File: src/rtl/hashed_page_table_defines.svh
// ----------------------------------------------------------------------------
// hashed page table assertion macros
// concurrent checks, compiled out when SYNTHESIS is defined
// ----------------------------------------------------------------------------
`ifndef HASHED_PAGE_TABLE_DEFINES_SVH
`define HASHED_PAGE_TABLE_DEFINES_SVH

`ifndef SYNTHESIS
`define HPT_ASSERT(label, clk, rst_n, prop) \
    label: assert property (@(posedge clk) disable iff (!rst_n) prop) \
        else $error("hashed_page_table: assertion failed");
`define HPT_ASSERT_NEVER(label, clk, rst_n, expr) \
    label: assert property (@(posedge clk) disable iff (!rst_n) !(expr)) \
        else $error("hashed_page_table: forbidden condition");
`else
`define HPT_ASSERT(label, clk, rst_n, prop)
`define HPT_ASSERT_NEVER(label, clk, rst_n, expr)
`endif

`endif

File: src/rtl/hpt_pkg.sv
// ----------------------------------------------------------------------------
// hpt_pkg
// shared types, codes and defaults of the hashed page table
// ----------------------------------------------------------------------------
`default_nettype none

package hpt_pkg;

    localparam int BUCKETS_DEF    = 1024;
    localparam int ENTRIES_DEF    = 1024;
    localparam int PAGE_SHIFT_DEF = 12;

    localparam int PAGE_W = 52;
    localparam int VA_W   = 64;

    localparam logic [1:0] OP_INSERT = 2'd0;
    localparam logic [1:0] OP_REMOVE = 2'd1;
    localparam logic [1:0] OP_LOOKUP = 2'd2;

    localparam logic [1:0] STAT_OK   = 2'd0;
    localparam logic [1:0] STAT_MISS = 2'd1;
    localparam logic [1:0] STAT_FULL = 2'd2;

    typedef struct packed {
        logic [1:0]        op;
        logic [PAGE_W-1:0] page_number;
        logic [VA_W-1:0]   virtual_address;
        logic [11:0]       frame;
        logic              cache_flag;
        logic              referenced_flag;
        logic              modified_flag;
        logic [2:0]        protection;
    } req_word_t;

    typedef struct packed {
        logic [1:0]  status;
        logic [11:0] found_frame;
        logic        found_cache;
        logic        found_referenced;
        logic        found_modified;
        logic [2:0]  found_protection;
    } rsp_word_t;

    typedef struct packed {
        logic [11:0] frame;
        logic        cache;
        logic        referenced;
        logic        modified;
        logic [2:0]  protection;
    } attrs_t;

    typedef struct packed {
        logic [1:0]        op;
        logic [PAGE_W-1:0] page;
        attrs_t            attrs;
    } cmd_t;

    typedef struct packed {
        logic [PAGE_W-1:0] page;
        attrs_t            attrs;
    } entry_t;

endpackage

`default_nettype wire

File: src/rtl/hpt_front.sv
// ----------------------------------------------------------------------------
// hpt_front
// accepts request words, forms the page and its bucket, queues commands
// ----------------------------------------------------------------------------
`default_nettype none

module hpt_front
    import hpt_pkg::*;
#(
    parameter int BUCKETS    = BUCKETS_DEF,
    parameter int PAGE_SHIFT = PAGE_SHIFT_DEF,
    localparam int BW        = (BUCKETS > 1) ? $clog2(BUCKETS) : 1
)
(
    input  wire logic          clk,
    input  wire logic          rst_n,
    input  wire logic          clearing,
    input  wire logic          req_valid,
    output logic               req_ready,
    input  wire req_word_t     req,
    output logic               q_valid,
    output cmd_t               q_cmd,
    output logic [BW-1:0]      q_bucket,
    input  wire logic          q_pop
);

    localparam int  DIG    = 4;
    localparam int  STEPS  = (PAGE_W + DIG - 1) / DIG;
    localparam int  SW     = STEPS * DIG;
    localparam int  CW     = $clog2(STEPS + 1);
    localparam bit  POW2   = ((1 << BW) == BUCKETS);
    localparam logic [CW-1:0] CNT_LOAD = POW2 ? CW'(0) : CW'(STEPS);
    localparam logic [BW:0]   BMOD     = (BW+1)'(BUCKETS);

    logic                wk_valid_reg, wk_valid_next;
    cmd_t                wk_cmd_reg, wk_cmd_next;
    logic [SW-1:0]       wk_shift_reg, wk_shift_next;
    logic [BW-1:0]       rem_reg, rem_next;
    logic [CW-1:0]       cnt_reg, cnt_next;

    cmd_t                q_cmd_reg [2];
    logic [BW-1:0]       q_bkt_reg [2];
    logic                q_wp_reg, q_rp_reg;
    logic [1:0]          q_cnt_reg;

    logic                push;
    logic                accept;
    logic [VA_W-1:0]     va_shifted;
    cmd_t                new_cmd;
    logic [BW-1:0]       rem_step;
    logic [BW:0]         trial;
    logic [BW-1:0]       push_bucket;

    assign push      = wk_valid_reg && (cnt_reg == '0) && (q_cnt_reg != 2'd2);
    assign req_ready = !clearing && (!wk_valid_reg || push);
    assign accept    = req_valid && req_ready;

    assign va_shifted  = req.virtual_address >> PAGE_SHIFT;
    assign push_bucket = POW2 ? wk_cmd_reg.page[BW-1:0] : rem_reg;

    always_comb
    begin
        new_cmd.op               = req.op;
        new_cmd.page             = (req.op == OP_LOOKUP) ? va_shifted[PAGE_W-1:0]
                                                         : req.page_number;
        new_cmd.attrs.frame      = req.frame;
        new_cmd.attrs.cache      = req.cache_flag;
        new_cmd.attrs.referenced = req.referenced_flag;
        new_cmd.attrs.modified   = req.modified_flag;
        new_cmd.attrs.protection = req.protection;
    end

    // residue of the page, one hex digit per cycle
    always_comb
    begin
        rem_step = rem_reg;
        trial    = '0;
        for (int i = 0; i < DIG; i++)
        begin
            trial = {rem_step, wk_shift_reg[SW-1-i]};
            if (trial >= BMOD)
            begin
                trial = trial - BMOD;
            end
            rem_step = trial[BW-1:0];
        end
    end

    always_comb
    begin
        wk_valid_next = wk_valid_reg;
        wk_cmd_next   = wk_cmd_reg;
        wk_shift_next = wk_shift_reg;
        rem_next      = rem_reg;
        cnt_next      = cnt_reg;
        if (push)
        begin
            wk_valid_next = 1'b0;
        end
        if (wk_valid_reg && (cnt_reg != '0))
        begin
            rem_next      = rem_step;
            wk_shift_next = wk_shift_reg << DIG;
            cnt_next      = cnt_reg - CW'(1);
        end
        if (accept)
        begin
            wk_valid_next = 1'b1;
            wk_cmd_next   = new_cmd;
            wk_shift_next = SW'(new_cmd.page);
            rem_next      = '0;
            cnt_next      = CNT_LOAD;
        end
    end

    always_ff @(posedge clk or negedge rst_n)
    begin
        if (!rst_n)
        begin
            wk_valid_reg <= 1'b0;
            cnt_reg      <= '0;
        end
        else
        begin
            wk_valid_reg <= wk_valid_next;
            cnt_reg      <= cnt_next;
        end
    end

    always_ff @(posedge clk)
    begin
        wk_cmd_reg   <= wk_cmd_next;
        wk_shift_reg <= wk_shift_next;
        rem_reg      <= rem_next;
    end

    // two-word command queue
    always_ff @(posedge clk or negedge rst_n)
    begin
        if (!rst_n)
        begin
            q_wp_reg  <= 1'b0;
            q_rp_reg  <= 1'b0;
            q_cnt_reg <= 2'd0;
        end
        else
        begin
            if (push)
            begin
                q_wp_reg <= !q_wp_reg;
            end
            if (q_pop)
            begin
                q_rp_reg <= !q_rp_reg;
            end
            q_cnt_reg <= q_cnt_reg + {1'b0, push} - {1'b0, q_pop};
        end
    end

    always_ff @(posedge clk)
    begin
        if (push)
        begin
            q_cmd_reg[q_wp_reg] <= wk_cmd_reg;
            q_bkt_reg[q_wp_reg] <= push_bucket;
        end
    end

    assign q_valid  = (q_cnt_reg != 2'd0);
    assign q_cmd    = q_cmd_reg[q_rp_reg];
    assign q_bucket = q_bkt_reg[q_rp_reg];

endmodule

`default_nettype wire

File: config.mk
export PLATFORM = sky130hd
export DESIGN_NAME = hpt_front
export DESIGN_NICKNAME = d
export VERILOG_FILES = /design/src/rtl/hashed_page_table_defines.svh /design/src/rtl/hpt_pkg.sv /design/src/rtl/hpt_front.sv
export SDC_FILE = /design/constraint.sdc
export NUM_CORES = 1
export LEC_CHECK = 0
export ABC_AREA = 1
export BUFFER_PORTS_ARGS = -buffer_cell sky130_fd_sc_hd__buf_2
export CORE_ASPECT_RATIO = 2
export CORE_MARGIN = 2
export CORE_UTILIZATION = 57
export CTS_CLUSTER_DIAMETER = 100
export CTS_CLUSTER_SIZE = 12
export DETAILED_ROUTE_END_ITERATION = 16
export PLACE_DENSITY = 0.85
export RECOVER_POWER = 50
export SKIP_CTS_REPAIR_TIMING = 1
export SLEW_MARGIN = 0
export SYNTH_ARGS = -nofsm -noshare
export SYNTH_HDL_FRONTEND = slang
export SYNTH_SLANG_ARGS = --single-unit
File: constraint.sdc
create_clock -name clk -period 7.02 [get_ports clk]
set_input_delay 0.351 -clock clk [delete_from_list [all_inputs] [get_ports clk]]
set_output_delay 0.351 -clock clk [all_outputs]
set_load 0.05 [all_outputs]
==> impl_results.md, run 1 <==
* Synth top area share at 0.7341
* H-tree Lvls at 1
* Static leakage at 3.926 nW
* First-pass GRT wire length at 24000 um
* Main combinational cell family by area after synthesis: multiplexers
* Via count of the first global-routing pass at 4841
* Sequential share of power at 0.431
* TNS Setup at 0 ns
* Maximum number of pins on one net before global-route repair at 74
* Initial cell density of the core at 0.5808
* Worst hold slack at 0.03614 ns
* Design internal power at 2.724 mW
* Grt ovf at 0
* Number of warnings printed during yosys synthesis at 0
* Post-synthesis mux area share at 0.1793
* Fraction of the yosys area taken by sequential cells at 0.7596
* Crit Path Category: reg -> reg
* Number of clock buffers inserted by TritonCTS at 22
* Initial antenna violation count at 1
* Via/cell ratio at 5.221
* DRC violations left at 0
* Number of instances on the worst hold path at 1
* Power per cell area at 417.7 nW/um2
* Sw Ratio at 0.3683
* Final core area utilization at 0.6787
* Clock sink total at 225
* Compound-gate portion of the synthesized area at 0.003257
* Port bufs at 212
* Source-to-sink clock delay at the later pin of the worst-skew pair at 0.49 ns
* Net switching component of the power at 1.589 mW
* Final nets at 785
* Row cnt at 64
* Clock power share at 0.238
* Total of fill cells in the finished design at 1076
* Number of distinct standard cells referenced by the synthesized netlist at 20
* Area of the core at 15210 um2
* Number of hold violations in the final report at 0
* Worst-path clk slew at 0.06 ns
* Basic-gate share of the synthesized area counting and, or, nand and nor cells at 0.01317
* Routed via count at 4427
* Placer congestion estimate at 0.7484
* Worst Path Max Fanout at 41
* Comb power frac at 0.331
* Total I/O pin count at 225
* Kind of launch point of the worst setup path: flip-flop
* ANT nets after route at 0
* Unrepaired setup endpoints after global routing: no
* Max Clock Freq at 227.1 MHz
* Root Buffer Master: clkbuf_16
* Number of nets produced by synthesis at 568
* Post-layout min period at 4.403 ns
* Number of pins exceeding their max-slew limit in the final report at 197
* Placed wire-length estimate after detailed placement at 10590 um
* Share of final-layout standard cells stronger than drive strength 1 at 0.4807
* Post-route standard cell area excluding fillers at 10330 um2
* Post-synthesis adder-cell area fraction at 0.002832
* Data required time at the worst endpoint at 7.14 ns
* Ratio of final minimum period to clock period at 0.6271
* Cells after synthesis at 425
* Path category of the worst min-delay check: in -> reg
* Placement-stage cell area at 9928 um2
* DIE AREA at 16570 um2
* Die Height at 180.1 um
* Detailed router's first-iteration violation count at 170
* Cell area after technology mapping at 8836 um2
* Fraction of synthesized cell area in xor and xnor cells at 0.005947
* Combined global-route utilization of all metal layers at 0.1866
* Post-DR wirelength/cell at 18.53 um
* Routed WL at 15720 um
* Failing checks: max-capacitance violations, max-slew violations
* Worst Reg2Reg Path Length in Cells at 7
* Setup Skew at 0.005446 ns
* Worst Tran Pin Value at 3.076 ns
* # Max-Cap Violations at 4
* Worst-case vdd ir drop at 0.2773 mV
* Top post-synthesis cells by area: edfxtp_1 73%, mux2_2 9.4%, mux2_4 8.5%
* Number of detailed-routing iterations run before antenna repair at 4
* TritonCTS clock tree: done
* Die boundary width at 92.04 um
* Number of flip-flops in the largest register at 126
* CP Capture Type: flip-flop
* Arrival time reported for the critical path endpoint at 4.52 ns
* Mean cell area of the mapped netlist at 20.79 um2
* Setup violators final at 0
* Syn-to-layout area delta at 16.87%
* Max Root-Sink Buffers at 3
* Number of synthesized register bits at 225
* Cell accounting for the most synthesized area: edfxtp_1
* Outcome: finished, violations left
* Worst max-slew margin expressed relative to the limit at -1.051
## power groups by stage
| stage | Clock [mW] | Sequential [mW] | Combinational, mW |
|---|---|---|---|
| finish | 1.03 | 1.86 | 1.43 |
| global route | 1.11 | 1.89 | 1.49 |
| CTS | 1.05 | 1.86 | 1.44 |
| detailed placement | 0 | 1.89 | 1.44 |
| global placement | 0 | 1.87 | 1.42 |
| floorplan | 0 | 1.80 | 1.27 |
## final cells by class
class,instances,area (um2),share of cell area
Timing Repair Buffer,216,1089,0.1054
Sequential cell,225,6711,0.6499
Multi-Input combinational cell,163,1617,0.1565
Clock inverter,1,5.005,0.0004847
Inverter,14,52.55,0.005089
Clock buffer,30,601.8,0.05828
Tap cell,198,247.7,0.02399
Antenna cell,1,2.502,0.0002423
## per-layer routing
metal | global-route usage | wire, um | up-vias
met1 | 0.1814 | 5355 | 2178
met2 | 0.3585 | 8820 | 178
li1 | - | - | 2034
met3 | 0.04057 | 957 | 37
met5 | 0 | 0 | -
met4 | 0.09254 | 584 | 0
## final timing paths
check | from | end | slack [ns]
worst min-delay path | req[16] | wk_cmd_reg[16] | 0.04
max in group asynchronous | rst_n | q_cnt_reg[0] | 6.36
worst min register to register | wk_cmd_reg[28] | q_cmd_reg[0][28] | 0.44
worst max register to register | cnt_reg[0] | wk_cmd_reg[49] | 2.62
worst max-delay path | cnt_reg[0] | wk_cmd_reg[49] | 2.62
min in group asynchronous | rst_n | cnt_reg[3] | 0.33
## synth_stat cells, drive strengths merged
cell / count
nand2: 16
xor2: 4
inv: 14
nand3: 2
nor2: 8
ha: 2
xnor2: 2
buf: 23
or2: 1
edfxtp: 216
dfrtp: 9
o21ai: 2
o21bai: 2
mux2: 124
## per-stage QoR
stage	cells	worst slack (ns)	power [mW]
detailed placement	815	4.042	3.329
global route	848	2.230	4.479
finish	848	2.617	4.313
CTS	846	4.080	4.360
global placement	815	4.213	3.290
floorplan	425	2.548	3.066
## critical path, stage by stage, from the launching register on
cell and delay (ns):
dfrtp_1 0.35, inv_1 0.11, ha_1 0.21, nand2_1 0.11, o21bai_1 0.22, nand2_1 0.11, nor2_1 2.12, buf_4 0.75
## kinds of logic after synthesis
group | Yosys count
flops | 225
mux | 124
buf+inv | 37
simple gates | 27
xor+xnor | 6
compound gates | 4
fa+ha+maj | 2
## layout by cell type, fill, tap and decap left out
| cell type | synthesis | final |
|---|---|---|
| o21bai_1 | 1 | 2 |
| nor2_1 | 8 | 7 |
| o21ai_0 | 2 | 2 |
| buf_2 | 0 | 208 |
| nor2_4 | 0 | 1 |
| diode_2 | 0 | 1 |
| inv_1 | 14 | 14 |
| clkbuf_1 | 0 | 11 |
| mux2_2 | 74 | 74 |
| nand2_1 | 14 | 16 |
| mux2_4 | 50 | 1 |
| dfrtp_1 | 9 | 9 |
| clkinv_2 | 0 | 1 |
| ha_1 | 2 | 2 |
| or2_2 | 1 | 1 |
| buf_4 | 10 | 3 |
| nand3_1 | 2 | 2 |
| mux2_1 | 0 | 49 |
| dlygate4sd3_1 | 0 | 1 |
| xor2_1 | 4 | 4 |
| xnor2_1 | 2 | 2 |
| clkbuf_16 | 0 | 23 |
| edfxtp_1 | 216 | 216 |
Power figures use the tool's default switching activity.
==> run 2, diff against run 1 <==
--- a/config.mk
+++ b/config.mk
@@ -9,11 +9,11 @@
 export BUFFER_PORTS_ARGS = -buffer_cell sky130_fd_sc_hd__buf_2
 export CORE_ASPECT_RATIO = 2
 export CORE_MARGIN = 2
-export CORE_UTILIZATION = 57
+export CORE_UTILIZATION = 53
 export CTS_CLUSTER_DIAMETER = 100
 export CTS_CLUSTER_SIZE = 12
 export DETAILED_ROUTE_END_ITERATION = 16
-export PLACE_DENSITY = 0.85
+export PLACE_DENSITY = 0.8
 export RECOVER_POWER = 50
 export SKIP_CTS_REPAIR_TIMING = 1
 export SLEW_MARGIN = 0
==> constraint.sdc (replaced) <==
create_clock -name clk -period 4.1 [get_ports clk]
set_input_delay 0.205 -clock clk [delete_from_list [all_inputs] [get_ports clk]]
set_output_delay 0.205 -clock clk [all_outputs]
set_load 0.05 [all_outputs]
==> run 2 against run 1 <==
The flow finishes with violations (negative hold slack, max-capacitance violations, max-slew violations). Setup slack worse by 1.5 ns. Final cell count up 3.3%. Clock power increased by 71%. Global-route usage down 1.7 points. Fmax is 49% higher. Via count rose by 1.2%. Count of clock-buffer cells in the layout unchanged. Routed wire length increased by 1.4%. Critical endpoint is now q_cmd_reg[0][9].
==> impl_results.md, run 2 (synthesis results as in run 1) <==
* Setup slack of the worst register-to-register path at 1.15 ns
* Post-DR wirelength/cell at 18.20 um
* Inst Count DP at 822
* Number of hold violations in the final report at 4
* Worst Path Max Fanout at 57
* Area of the core at 16270 um2
* Initial antenna violation count at 0
* Failing checks: negative hold slack, max-capacitance violations, max-slew violations
* Die Height at 186.6 um
* Detailed router's first-iteration violation count at 139
* # Max-Cap Violations at 2
* Ratio of final minimum period to clock period at 0.7197
* Kind of launch point of the worst setup path: flip-flop
* Most frequent cells in the layout: 216 x edfxtp_1, 209 x buf_2, 73 x mux2_2, 50 x mux2_1
* Most common cell after layout, fill and taps aside: edfxtp_1
* Hold-critical path endpoint: wk_cmd_reg[62]
* Setup Skew at 0.01198 ns
* Power per cell area at 696.9 nW/um2
* Data required time at the worst endpoint at 4.26 ns
* Number of clock buffers inserted by TritonCTS at 22
* CP Capture Type: flip-flop
* Worst Tran Pin Value at 1.574 ns
* Maximum number of pins on one net before global-route repair at 74
* TritonCTS clock tree: done
* Max Root-Sink Buffers at 3
* H-tree Lvls at 1
* Share of final-layout standard cells stronger than drive strength 1 at 0.4673
* Number of flip-flops in the largest register at 126
* Routed WL at 15940 um
* Number of pins exceeding their max-slew limit in the final report at 16
* Syn-to-layout area delta at 19.84%
* Setup WS pre-CTS at 1.880 ns
* Clock sink total at 225
* Max Clock Freq at 338.9 MHz
* Number of detailed-routing iterations run before antenna repair at 4
* Combined global-route utilization of all metal layers at 0.1698
* Arrival time reported for the critical path endpoint at 3.11 ns
* Final WS setup at 1.149 ns
* Final core area utilization at 0.6509
* Number of instances on the worst hold path at 2
* Placed wire-length estimate after detailed placement at 10160 um
* Setup violators final at 0
* DRC violations left at 0
* Static leakage at 4.036 nW
* Port bufs at 212
* DIE AREA at 17780 um2
* Routed via count at 4481
* Initial cell density of the core at 0.5431
* Placer congestion estimate at 0.7683
* First-pass GRT wire length at 22960 um
* Root Buffer Master: clkbuf_16
* Worst Reg2Reg Path Length in Cells at 7
* Antenna Diode Count at 0
* Grt ovf at 0
* Path category of the worst min-delay check: in -> reg
* Outcome: finished, violations left
* Source-to-sink clock delay at the later pin of the worst-skew pair at 0.49 ns
* Worst hold slack at -0.002844 ns
* Worst-path clk slew at 0.06 ns
* Crit Path Category: reg -> reg
* Via count of the first global-routing pass at 4728
* Worst max-slew margin expressed relative to the limit at -0.05354
* Final Non-Filler Cells at 876
* Unrepaired setup endpoints after global routing: no
* Reg-to-Reg End: q_cmd_reg[0][9]
* Die boundary width at 95.30 um
* Row cnt at 66
* Final nets at 808
* Post-route standard cell area excluding fillers at 10590 um2
* Worst-case vdd ir drop at 0.4673 mV
* Total I/O pin count at 225
* Placement-stage cell area at 9968 um2
* ANT nets after route at 0
* Post-layout min period at 2.951 ns
* Startpoint of the worst-slack reg-to-reg timing path: cnt_reg[0]
* Hold wc startpoint: req[74]
* Via/cell ratio at 5.115
[run 2: worst max-delay path, stage by stage (launching register included)]
cell,delay [ns]
dfrtp_1,0.37
inv_1,0.10
ha_1,0.19
nand2_1,0.11
inv_1,0.07
nand2_1,0.13
nor2_1,1.20
buf_12,0.40
[run 2: final cells by class]
type / count / area (um2)
clock buffers: 30 / 601.8
clock inverters: 1 / 5.005
fillers: 1162 / 5679
inverters: 14 / 52.55
multi-input cells: 163 / 1617
flip-flops and latches: 225 / 6715
well taps: 204 / 255.2
repair buffers: 239 / 1343
[run 2: power breakdown]
| part | switching [mW] | total, mW | internal [mW] | leakage [nW] |
|---|---|---|---|---|
| clock network | 0.752 | 1.76 | 1.01 | 0.296 |
| registers | 0.233 | 3.18 | 2.94 | 2.11 |
| logic | 1.75 | 2.44 | 0.688 | 1.63 |
[run 2: per-stage QoR]
| stage | setup TNS, ns | power [mW] |
|---|---|---|
| after floorplan | -40.40 | 5.248 |
| after global routing | 0 | 7.654 |
| after CTS | 0 | 7.489 |
| after detailed placement | 0 | 5.716 |
| final | 0 | 7.380 |
| after global placement | 0 | 5.656 |
[run 2: worst max-delay path by stage]
| stage | startpoint | endpoint | slack [ns] |
|---|---|---|---|
| detailed placement | cnt_reg[0] | q_cmd_reg[0][27] | 1.88 |
| finish | cnt_reg[0] | q_cmd_reg[0][9] | 1.15 |
| global route | cnt_reg[0] | q_bkt_reg[0][3] | 0.89 |
| global placement | cnt_reg[0] | q_bkt_reg[1][6] | 2.00 |
| CTS | q_rp_reg | q_bucket[4] | 1.60 |
| floorplan | cnt_reg[0] | q_bkt_reg[0][0] | -0.28 |
[run 2: metal layers]
metal  track usage  share of wire  wire length, um  vias up
met4       0.07804          0.041              646        0
met2        0.3210           0.56             8928      185
met1        0.1784           0.35             5621     2167
li1              -              -                -     2084
met5             0              0                0        -
met3       0.02180          0.047              745       45
